File: src/hdl/slt_pkg.sv
// ----------------------------------------------------------------------------
// Sorted list table package
// Field widths, operation codes and the beat types shared by the table
// and its sequencer.
// ----------------------------------------------------------------------------
package slt_pkg;

  localparam int unsigned FUNC_W       = 2;
  localparam int unsigned VALUE_W      = 32;
  localparam int unsigned INDEX_W      = 6;
  localparam int unsigned COUNT_W      = 7;
  localparam int unsigned CAPACITY_DEF = 64;

  // Data returned by a failed read and by every other operation.
  localparam logic signed [VALUE_W-1:0] DATA_NONE = '1;

  // Operation codes carried by the func field.
  typedef enum logic [FUNC_W-1:0] {
    FUNC_INSERT = 2'd0,
    FUNC_REMOVE = 2'd1,
    FUNC_READ   = 2'd2
  } slt_func_e;

  // One request beat as handed to the sequencer.
  typedef struct packed {
    logic [FUNC_W-1:0]         func;
    logic signed [VALUE_W-1:0] value;
    logic [INDEX_W-1:0]        index;
  } slt_req_t;

  // One result beat as handed back by the sequencer.
  typedef struct packed {
    logic                      ok;
    logic signed [VALUE_W-1:0] data;
    logic [COUNT_W-1:0]        count;
    logic                      empty;
  } slt_res_t;

endpackage

File: src/hdl/sorted_list_table.sv
// ----------------------------------------------------------------------------
// Sorted list table
// Ascending multiset of signed 32-bit values with insert, remove and
// read-by-rank operations.
// ----------------------------------------------------------------------------
// Usage: a request beat (func, value, index) is taken when in_valid_i is high
// and in_stall_o is low. Each request gives exactly one result beat (ok_o,
// data_o, count_o, empty_res_o), taken when out_valid_o is high and
// out_stall_i is low. One request is worked on at a time; in_stall_o stays
// high from acceptance until the result has moved into the output register.
// An insert walks down from the top entry and a remove walks up from the
// bottom; an insert into a full table, a read and an unused code need no walk.
// Each step of the walk is a registered read and then one compare or one move.
// If the receiver stalls, the held result beat waits in the output register,
// the next request is still taken, and its result waits in the sequencer.
// Reset empties the table at once; the entry memory needs no clearing pass.
module sorted_list_table
  import slt_pkg::*;
#(
  parameter int unsigned CAPACITY = CAPACITY_DEF
) (
  input  logic                      clk_i,
  input  logic                      rst_ni,
  input  logic                      in_valid_i,
  output logic                      in_stall_o,
  input  logic [FUNC_W-1:0]         func_i,
  input  logic signed [VALUE_W-1:0] value_i,
  input  logic [INDEX_W-1:0]        index_i,
  output logic                      out_valid_o,
  input  logic                      out_stall_i,
  output logic                      ok_o,
  output logic signed [VALUE_W-1:0] data_o,
  output logic [COUNT_W-1:0]        count_o,
  output logic                      empty_res_o
);

  logic     core_idle;
  logic     core_res_valid;
  logic     out_free;
  slt_req_t req;
  slt_res_t core_res;
  logic     out_valid_q;
  slt_res_t out_res_q;

  // Request beat into the sequencer.
  assign req.func    = func_i;
  assign req.value   = value_i;
  assign req.index   = index_i;
  assign in_stall_o  = !core_idle;

  // The output slot can take a result when empty or when its beat leaves.
  assign out_free = !out_valid_q || !out_stall_i;

  slt_core #(
    .CAPACITY (CAPACITY)
  ) u_core (
    .clk_i       (clk_i),
    .rst_ni      (rst_ni),
    .start_i     (in_valid_i),
    .req_i       (req),
    .out_free_i  (out_free),
    .idle_o      (core_idle),
    .res_valid_o (core_res_valid),
    .res_o       (core_res)
  );

  // Output register valid.
  always_ff @(posedge clk_i or negedge rst_ni) begin
    if (!rst_ni) begin
      out_valid_q <= 1'b0;
    end else if (core_res_valid) begin
      out_valid_q <= 1'b1;
    end else if (!out_stall_i) begin
      out_valid_q <= 1'b0;
    end
  end

  // Output register payload.
  always_ff @(posedge clk_i) begin
    if (core_res_valid) begin
      out_res_q <= core_res;
    end
  end

  assign out_valid_o = out_valid_q;
  assign ok_o        = out_res_q.ok;
  assign data_o      = out_res_q.data;
  assign count_o     = out_res_q.count;
  assign empty_res_o = out_res_q.empty;

endmodule

File: src/hdl/slt_core.sv
// ----------------------------------------------------------------------------
// Sorted list table sequencer
// Holds the entry memory and walks it one read or move per step, comparing
// each entry read against the captured value, to insert, remove or read an entry.
// ----------------------------------------------------------------------------
module slt_core
  import slt_pkg::*;
#(
  parameter int unsigned CAPACITY = CAPACITY_DEF
) (
  input  logic     clk_i,
  input  logic     rst_ni,
  input  logic     start_i,
  input  slt_req_t req_i,
  input  logic     out_free_i,
  output logic     idle_o,
  output logic     res_valid_o,
  output slt_res_t res_o
);

  localparam int unsigned CNT_W  = $clog2(CAPACITY + 1);
  localparam int unsigned ADDR_W = $clog2(CAPACITY);

  localparam logic [3:0] ST_IDLE    = 4'd0;
  localparam logic [3:0] ST_INS_RD  = 4'd1;
  localparam logic [3:0] ST_INS_CHK = 4'd2;
  localparam logic [3:0] ST_RM_RD   = 4'd3;
  localparam logic [3:0] ST_RM_CHK  = 4'd4;
  localparam logic [3:0] ST_SH_RD   = 4'd5;
  localparam logic [3:0] ST_SH_WR   = 4'd6;
  localparam logic [3:0] ST_GET_WT  = 4'd7;
  localparam logic [3:0] ST_DONE    = 4'd8;

  logic [3:0]                state_q, state_d;
  logic [CNT_W-1:0]          ptr_q, ptr_d;
  logic [CNT_W-1:0]          count_q, count_d;
  logic                      ok_q, ok_d;
  logic signed [VALUE_W-1:0] data_q, data_d;
  logic signed [VALUE_W-1:0] value_q;

  logic [VALUE_W-1:0]        mem [CAPACITY];
  logic signed [VALUE_W-1:0] rdata_q;
  logic                      mem_we;
  logic [ADDR_W-1:0]         mem_waddr;
  logic signed [VALUE_W-1:0] mem_wdata;
  logic                      mem_re;
  logic [ADDR_W-1:0]         mem_raddr;

  // Entry memory: one write and one registered read per cycle.
  always_ff @(posedge clk_i) begin
    if (mem_we) begin
      mem[mem_waddr] <= mem_wdata;
    end
    if (mem_re) begin
      rdata_q <= mem[mem_raddr];
    end
  end

  // The operand value is captured with the request beat.
  always_ff @(posedge clk_i) begin
    if (start_i && (state_q == ST_IDLE)) begin
      value_q <= req_i.value;
    end
  end

  // Sequencer next state. Insert walks down from the top, moving each entry
  // that is not smaller one place up. Remove scans up for the value and then
  // closes the gap by moving the entries above it one place down.
  always_comb begin
    state_d     = state_q;
    ptr_d       = ptr_q;
    count_d     = count_q;
    ok_d        = ok_q;
    data_d      = data_q;
    mem_we      = 1'b0;
    mem_waddr   = ptr_q[ADDR_W-1:0];
    mem_wdata   = value_q;
    mem_re      = 1'b0;
    mem_raddr   = ptr_q[ADDR_W-1:0];
    res_valid_o = 1'b0;

    unique case (state_q)
      ST_IDLE: begin
        if (start_i) begin
          ok_d   = 1'b0;
          data_d = DATA_NONE;
          case (req_i.func)
            FUNC_INSERT: begin
              if (count_q == CNT_W'(CAPACITY)) begin
                state_d = ST_DONE;
              end else begin
                ptr_d   = count_q;
                state_d = ST_INS_RD;
              end
            end
            FUNC_REMOVE: begin
              ptr_d   = '0;
              state_d = ST_RM_RD;
            end
            FUNC_READ: begin
              if (int'(req_i.index) < int'(count_q)) begin
                mem_re    = 1'b1;
                mem_raddr = ADDR_W'(req_i.index);
                state_d   = ST_GET_WT;
              end else begin
                state_d = ST_DONE;
              end
            end
            default: begin
              state_d = ST_DONE;
            end
          endcase
        end
      end

      ST_INS_RD: begin
        if (ptr_q == '0) begin
          mem_we  = 1'b1;
          ok_d    = 1'b1;
          count_d = count_q + 1'b1;
          state_d = ST_DONE;
        end else begin
          mem_re    = 1'b1;
          mem_raddr = ADDR_W'(ptr_q - 1'b1);
          state_d   = ST_INS_CHK;
        end
      end

      ST_INS_CHK: begin
        mem_we = 1'b1;
        if (rdata_q < value_q) begin
          ok_d    = 1'b1;
          count_d = count_q + 1'b1;
          state_d = ST_DONE;
        end else begin
          mem_wdata = rdata_q;
          ptr_d     = ptr_q - 1'b1;
          state_d   = ST_INS_RD;
        end
      end

      ST_RM_RD: begin
        if (ptr_q == count_q) begin
          state_d = ST_DONE;
        end else begin
          mem_re  = 1'b1;
          state_d = ST_RM_CHK;
        end
      end

      ST_RM_CHK: begin
        if (rdata_q == value_q) begin
          state_d = ST_SH_RD;
        end else if (value_q < rdata_q) begin
          state_d = ST_DONE;
        end else begin
          ptr_d   = ptr_q + 1'b1;
          state_d = ST_RM_RD;
        end
      end

      ST_SH_RD: begin
        if ((ptr_q + 1'b1) >= count_q) begin
          ok_d    = 1'b1;
          count_d = count_q - 1'b1;
          state_d = ST_DONE;
        end else begin
          mem_re    = 1'b1;
          mem_raddr = ADDR_W'(ptr_q + 1'b1);
          state_d   = ST_SH_WR;
        end
      end

      ST_SH_WR: begin
        mem_we    = 1'b1;
        mem_wdata = rdata_q;
        ptr_d     = ptr_q + 1'b1;
        state_d   = ST_SH_RD;
      end

      ST_GET_WT: begin
        ok_d    = 1'b1;
        data_d  = rdata_q;
        state_d = ST_DONE;
      end

      ST_DONE: begin
        if (out_free_i) begin
          res_valid_o = 1'b1;
          state_d     = ST_IDLE;
        end
      end

      default: begin
        state_d = ST_IDLE;
      end
    endcase
  end

  // Control state.
  always_ff @(posedge clk_i or negedge rst_ni) begin
    if (!rst_ni) begin
      state_q <= ST_IDLE;
      count_q <= '0;
    end else begin
      state_q <= state_d;
      count_q <= count_d;
    end
  end

  // Walk pointer and pending result.
  always_ff @(posedge clk_i) begin
    ptr_q  <= ptr_d;
    ok_q   <= ok_d;
    data_q <= data_d;
  end

  assign idle_o      = (state_q == ST_IDLE);
  assign res_o.ok    = ok_q;
  assign res_o.data  = data_q;
  assign res_o.count = COUNT_W'(count_q);
  assign res_o.empty = (count_q == '0);

endmodule

File: config.mk
export PLATFORM = sky130hd
export DESIGN_NAME = sorted_list_table
export DESIGN_NICKNAME = d
export VERILOG_FILES = /design/src/hdl/slt_pkg.sv /design/src/hdl/sorted_list_table.sv /design/src/hdl/slt_core.sv
export SDC_FILE = /design/constraint.sdc
export NUM_CORES = 2
export LEC_CHECK = 0
export ABC_CLOCK_PERIOD_IN_PS = 8200
export BUFFER_PORTS_ARGS = -buffer_cell sky130_fd_sc_hd__buf_2
export CAP_MARGIN = 20
export CORE_MARGIN = 10
export CORE_UTILIZATION = 32
export CTS_CLUSTER_DIAMETER = 80
export DETAILED_ROUTE_END_ITERATION = 16
export GPL_TIMING_DRIVEN = 0
export PLACE_DENSITY = 0.51
export SLEW_MARGIN = 20
export SYNTH_ARGS = -nofsm -noshare
export SYNTH_HDL_FRONTEND = slang
export SYNTH_SLANG_ARGS = --single-unit
File: constraint.sdc
create_clock -name clk_i -period 8.2 [get_ports clk_i]
set_input_delay 1.64 -clock clk_i [delete_from_list [all_inputs] [get_ports clk_i]]
set_output_delay 1.64 -clock clk_i [all_outputs]
set_load 0.02 [all_outputs]
======== Word-level counts from Yosys, hierarchy flattened ========
Memory sizes are Yosys's and may differ from the RTL's. A register that Yosys moved wholly into a read port is not among the register bits.
Cells that the tools add are included.
storage, ports and cells
  register bits after elaboration ......... 125
  bits in latches ......................... 0
  RAM bits ................................ 2048
  ROM bits ................................ 0
  input port bits ......................... 44
  memories ................................ 1
memory list
  name        words  bits a word  rd ports  clocked after Yosys merged registers in  wr ports  line            text
  u_core.mem  64     32           1         1                                        1         slt_core.sv:41  logic [VALUE_W-1:0] mem [CAPACITY];
operators by class
  add/sub/neg operators ................... 4
  multiply operators ...................... 0
  divide/modulo/power cells ............... 0
  magnitude comparators ................... 4
  eq/ne operators ......................... 24
  shifts and indexed selects .............. 0
  multiplexer cells ....................... 53
  bitwise gates (word level) .............. 0
  reductions and logical operators ........ 19
operators with widths
  operator                                                                 count
  32-bit one-hot mux with 2 select lines                                   2
  32-bit < comparator                                                      2
  32-bit 2-to-1 mux                                                        2
  7-bit 2-to-1 mux                                                         8
  4-bit 2-to-1 mux                                                         10
  4-bit one-hot mux with 9 select lines                                    1
  32-bit == test                                                           1
  6-bit 2-to-1 mux                                                         5
  7-bit one-hot mux with 4 select lines                                    1
  7-bit one-hot mux with 3 select lines                                    1
  6-bit one-hot mux with 3 select lines                                    1
  1-bit 2-to-1 mux                                                         17
  4-bit by 3-bit == test with 1-bit output, second input constant          4
  7-bit by 1-bit adder with 7-bit output, second input constant            2
  7-bit zero test                                                          2
  7-bit one-hot mux with 2 select lines                                    1
  7-bit by 1-bit subtractor with 7-bit output, second input constant       2
  4-bit one-hot mux with 3 select lines                                    1
  2-bit inequality test, second input constant                             5
  4-bit by 2-bit == test with 1-bit output, second input constant          2
  2-bit by 1-bit inequality test with 1-bit output, second input constant  4
  7-bit == test                                                            1
  7-bit == test, second input constant                                     1
  7-bit greater-or-equal comparator                                        1
  24 further kinds                                                         27

======== Longest topological paths before layout ========
  depth after elaboration ................. 5
  gate-level depth with buffers ........... 21

======== Cells and area by module ========
A second synthesis with hierarchy kept.
unflattened totals
  cells, all modules ...................... 6356
  area total of the unflattened synthesis .. 89049.2 um^2
by module, submodules not included
  module             times used  cells an instance  area an instance (um^2)
  slt_core           1           6311               87777.9
  sorted_list_table  1           45                 1271.2

======== Least setup slack after synthesis ========
No wires, ideal clock.
  path kind ............................... register to register
  start point ............................. register u_core.rdata_q[17], read port of u_core.mem
  end point ............................... memory u_core.mem[0][10], data pin
  library setup time ...................... 563 ps
  arrival time ............................ 5180 ps
  path slack .............................. 2457 ps
  cell stages (with the launch flop) ...... 13
  buffers on the path ..................... 1
  cells stage by stage .................... edfxtp_1 > ha_1 > a21o_1 > a21o_1 > a21oi_1 > o21ai_0 > a211oi_1 > or3_1 > or4b_2 > xnor2_1 > o21ai_1 > clkbuf_1 > mux2i_1
between the ends
  word-level cells in the longest chain between the ends .. 3
RTL lines
  what                                    line             text
  start: declaration                      slt_core.sv:42   logic signed [VALUE_W-1:0] rdata_q;
  32-bit < comparator                     slt_core.sv:131  if (rdata_q < value_q) begin
  32-bit 2-to-1 mux                       slt_core.sv:131
  32-bit one-hot mux with 2 select lines  slt_core.sv:82   unique case (state_q)
  net u_core.mem_wdata[10]                slt_core.sv:45   logic signed [VALUE_W-1:0] mem_wdata;
  end: declaration                        slt_core.sv:41
The timed path passes the listed nets, and every way through them passes these cells.

======== Worst setup path after layout ========
  start point ............................. register u_core.ptr_q[5]
  end point ............................... register u_core.rdata_q[25], read port of u_core.mem, data pin
between the ends
  word-level cells in the longest chain between the ends .. 4
  elaborated cells between the ends (all ways) .. 15
  classes of those cells .................. 2 x add/sub; 1 x order compare; 1 x eq/ne; 10 x mux; 1 x reduce/logical
RTL lines
  what                                                                                            line                              text
  start: declaration                                                                              slt_core.sv:35                    logic [CNT_W-1:0] ptr_q, ptr_d;
  start signal: assignment                                                                        slt_core.sv:213                   ptr_q <= ptr_d;
  7-bit by 1-bit adder with 7-bit output or 6-bit 2-to-1 mux (tied branches)                      slt_core.sv:163, slt_core.sv:101
  7-bit greater-or-equal comparator or 6-bit 2-to-1 mux (tied branches)                           slt_core.sv:163, slt_core.sv:87
  1-bit 2-to-1 mux (tied with other cells)                                                        slt_core.sv:163                   if ((ptr_q + 1'b1) >= count_q) begin
  1-bit one-hot mux with 4 select lines or 6-bit one-hot mux with 3 select lines (tied branches)  slt_core.sv:82
Parallel ways exist; a longest one is shown, timed or not.
A chain may end at the register's enable or synchronous reset.

==> results.py <==
metrics = {
    "status": {
        "status": "finished with violations",
        "violations": "negative setup slack",
    },
    "floorplan": {
        "die_h_um": 544,
        "die_area_mm2": 0.295,
        "num_rows": 192,
        "die_w_um": 544,
        "io_pins": 87,
        "core-area_mm2": 0.273,
        "initial_utilization_pct": 32.1,
    },
    "power_and_ir_drop": {
        "switching_share_pct": 43.2,
        "p_switching_mw": 18.7,
        "pwr_density_cell_mw_per_mm2": 412,
        "power_frac_comb_pct": 44.1,
        "pwr-share-clk_pct": 23.4,
        "p_int_mw": 24.6,
        "power_mw": 43.3,
        "irDropWorstVdd_uv": 282,
        "pwr-share-seq_pct": 32.5,
        "cellLeakagePower_nw": 34.7,
    },
    "logic_synthesis": {
        "synthXorXnorAreaFrac_pct": 0.220,
        "synth_compound_area_share_pct": 7.45,
        "synth_cell_type_count": 67,
        "yosys-mux-area-fraction_pct": 2.70,
        "yosys.area.top_type": "edfxtp_1",
        "synth_flop_cell": "edfxtp_1",
        "synth-seq-cells": 2205,
        "async_flop_share_pct": 0.544,
        "synth-adder-area-share_pct": 0.750,
        "ys_seq_area_share_pct": 75.4,
        "syn_area_mm2": 0.0877,
        "synth-edff-count": 2193,
        "avgSynthCellArea_um2": 13.9,
        "netlist.area_leader.share_pct": 75.1,
        "synth_area_leaders": "edfxtp_1 (75%), nand2_1 (6.3%), nand3_1 (3.1%)",
        "yosys_warnings": 0,
        "synth_nets": 6392,
        "synth_top_family_by_area": "simple AND/OR/NAND/NOR gates",
        "synthSimpleGateAreaFrac_pct": 11.3,
        "syn_inst": 6296,
    },
    "sta": {
        "hold_viol": 0,
        "fin_crit_ns": 8.23,
        "finalMaxSlewViolations": 0,
        "tightest_slew_ns": 1.31,
        "finalCritPeriodShare_pct": 100,
        "fmax_mhz": 122,
        "rsz0062_at_grt": "no",
        "finalSetupViolations": 2,
        "relSlewSlack_pct": 12.5,
        "clock_skew_ns": 0.0463,
        "worst_slack_ns": -0.0261,
    },
    "clock_network": {
        "post_cts_buffers": 0,
        "cts.clk_slew.worst_paths_ns": 0.06,
        "ctsResizeCount": 1,
        "cts_tree": "yes",
        "root_buffer": "clkbuf_16",
        "clk_latency_ns": 0.90,
        "cts.sinks": 2205,
        "cts_buffers": 228,
        "cts_hold_buffers": 0,
        "h-tree-depth": 4,
        "cts_max_path_buffers": 3,
    },
    "critical_path": {
        "worstSetupStartpoint": "u_core.ptr_q[5]",
        "crit_type": "register to register",
        "reg2reg_depth": 17,
        "crit_chain": "clkbuf_1 -> nand3_2 -> nor2_1 -> xor2_1 -> ha_1 -> o21ai_0 -> o21ai_0 -> a21oi_1 -> a21oi_1 -> a32oi_1 -> clkbuf_1 -> buf_2 -> clkbuf_1 -> nand3_1 -> a32oi_1 -> nand4_1 -> and4_1",
        "worstSetupStartpointType": "register",
        "cp-endpoint": "u_core.rdata_q[25]",
        "reg2reg_setup_slack_ns": -0.03,
        "endpoint_kind": "register",
        "crit_fanout": 10,
        "cp_slowest_cell": "clkbuf_1",
        "r2r-start": "u_core.ptr_q[5]",
        "worstPathArrival_ns": 8.83,
        "r2r_end": "u_core.rdata_q[25]",
        "crit_path_max_incr_delay_ns": 0.72,
        "cpMostUsedCell": "clkbuf_1",
        "cp.required_ns": 8.80,
    },
    "route": {
        "drcViolationCount": 0,
        "wl_per_cell_um": 27.6,
        "drt_iter0_drc": 6913,
        "via_per_inst": 5.34,
        "num_vias": 56563,
        "drtPass1Iterations": 6,
        "routed_wl_mm": 293,
        "ant_nets": 0,
    },
    "final_layout": {
        "drive_above_1_share_pct": 11.8,
        "syn_to_final_growth_pct": 20.0,
        "layout_common_cells": "edfxtp_1 (2193), nand2_1 (1473), nand3_1 (541)",
        "layout.nets": 6894,
        "final_core_util_pct": 38.5,
        "mostFrequentLayoutCell": "edfxtp_1",
    },
    "global_routing": {
        "grt-ovfl-total": 0,
        "antenna_found_initial": 42,
        "grtUsageTotal_pct": 19.1,
        "first_global_vias": 53680,
        "grt_pass1_wl_mm": 408,
        "grt_max_degree": 39,
    },
    "worst_hold_path": {
        "timing.hold.worst.class": "register to register",
        "min_path_cells": 0,
    },
    "place": {
        "dp_worst_setup_slack_ns": -0.0700,
        "hpwl_mm": 218,
        "place.gp.congestion": 0.921,
        "portBuffers": 86,
    },
    "job": {
        "drv_cap": 0,
    },
}
power groups by stage:
stage / Combinational [mW] / Sequential (mW) / Clock [mW]
finish: 19.1 / 14.1 / 10.1
global route: 20.0 / 14.1 / 10.7
CTS: 18.8 / 14.1 / 10.3
detailed placement: 18.7 / 14.3 / 0
global placement: 17.2 / 14.8 / 0
floorplan: 9.06 / 14.4 / 0
registers in the layout, indices dropped and copies added, names as in the netlist:
signal / count
u_core.value_q: 32
data_o: 32
u_core.data_q: 32
u_core.state_q: 4
count_o: 7
ok_o: 1
u_core.rdata_q: 32
u_core.ptr_q: 7
out_valid_o: 1
u_core.ok_q: 1
u_core.count_q: 7
u_core.mem: 2048
empty_res_o: 1
how the worst min path moves through the flow:
stage                 startpoint    endpoint  slack (ns)
2_1_floorplan   u_core.data_q[0]   data_o[0]        0.40
3_3_place_gp   u_core.data_q[15]  data_o[15]        0.41
3_5_place_dp    u_core.data_q[1]   data_o[1]        0.40
4_1_cts         u_core.data_q[1]   data_o[1]        0.42
5_1_grt        u_core.data_q[21]  data_o[21]        0.43
6_report        u_core.data_q[3]   data_o[3]        0.42
cell type report:
type,instances,area [um^2]
Antenna cell,20,50.0
Inverter,52,195
Buffer,415,1720
Timing Repair Buffer,272,4780
Multi-Input combinational cell,3624,20600
Fill cell,25373,168000
Clock buffer,278,5910
Tap cell,3589,4490
Sequential cell,2205,66200
Clock inverter,143,1320
critical path, delay by kind of cell (launching register included):
family / cells / cell delay (ns)
buf+inv: 4 / 2.73
compound gates: 6 / 2.10
simple gates: 5 / 2.06
flops: 1 / 0.39
fa+ha+maj: 1 / 0.31
xor+xnor: 1 / 0.30
through the flow:
step | hold slack (ns) | std cells | setup TNS [ns] | area, um^2
floorplan | 0.400 | 6296 | 0 | 87700
global placement | 0.407 | 9971 | -5220.36 | 92600
detailed placement | 0.405 | 10154 | -0.164 | 97900
CTS | 0.419 | 10575 | 0 | 105000
global route | 0.426 | 10587 | 0 | 105000
finish | 0.418 | 10598 | -0.0392 | 105000
routing by layer:
| metal | vias to the layer above | routed length [um] | share of wire, % | track usage, % |
|---|---|---|---|---|
| li1 | 24878 | - | - | - |
| met1 | 28553 | 124000 | 42 | 26.6 |
| met2 | 2620 | 129000 | 44 | 29.0 |
| met3 | 504 | 25100 | 8.6 | 3.55 |
| met4 | 8 | 15500 | 5.3 | 9.26 |
| met5 | - | 57 | 0.019 | 0 |
cells by family after synthesis:
group	after synthesis
buffers and inverters	467
and+or+nand+nor	2309
xor gates and xnor gates	22
DFF	2205
muxes	236
AOI/OAI and AO/OA	1005
adders and majority gates	52
synthesized netlist by cell type (3+ instances only):
library cell / count
edfxtp_1: 2193
nand2_1: 1475
nand3_1: 544
a21oi_1: 465
clkbuf_1: 277
mux2i_1: 235
a221oi_1: 142
a22oi_1: 114
nor2_1: 101
a31oi_1: 97
buf_1: 65
buf_2: 65
nand4_1: 65
a32oi_1: 57
ha_1: 51
inv_1: 48
a311oi_1: 33
or2_2: 33
and4_1: 28
o21ai_0: 25
a21o_1: 14
nor3_1: 14
dfrtp_1: 12
nor4_1: 12
xnor2_1: 11
xor2_1: 11
a211oi_1: 9
nand2b_1: 8
a22o_1: 7
nor2b_1: 7
buf_6: 6
o22ai_1: 5
a211o_1: 4
a21oi_2: 4
a221o_1: 4
and2_1: 4
inv_2: 4
o21ai_1: 4
or4_1: 4
nand3b_1: 3
o211ai_1: 3
or3_1: 3
No activity file was read; power rests on OpenSTA's default activity.
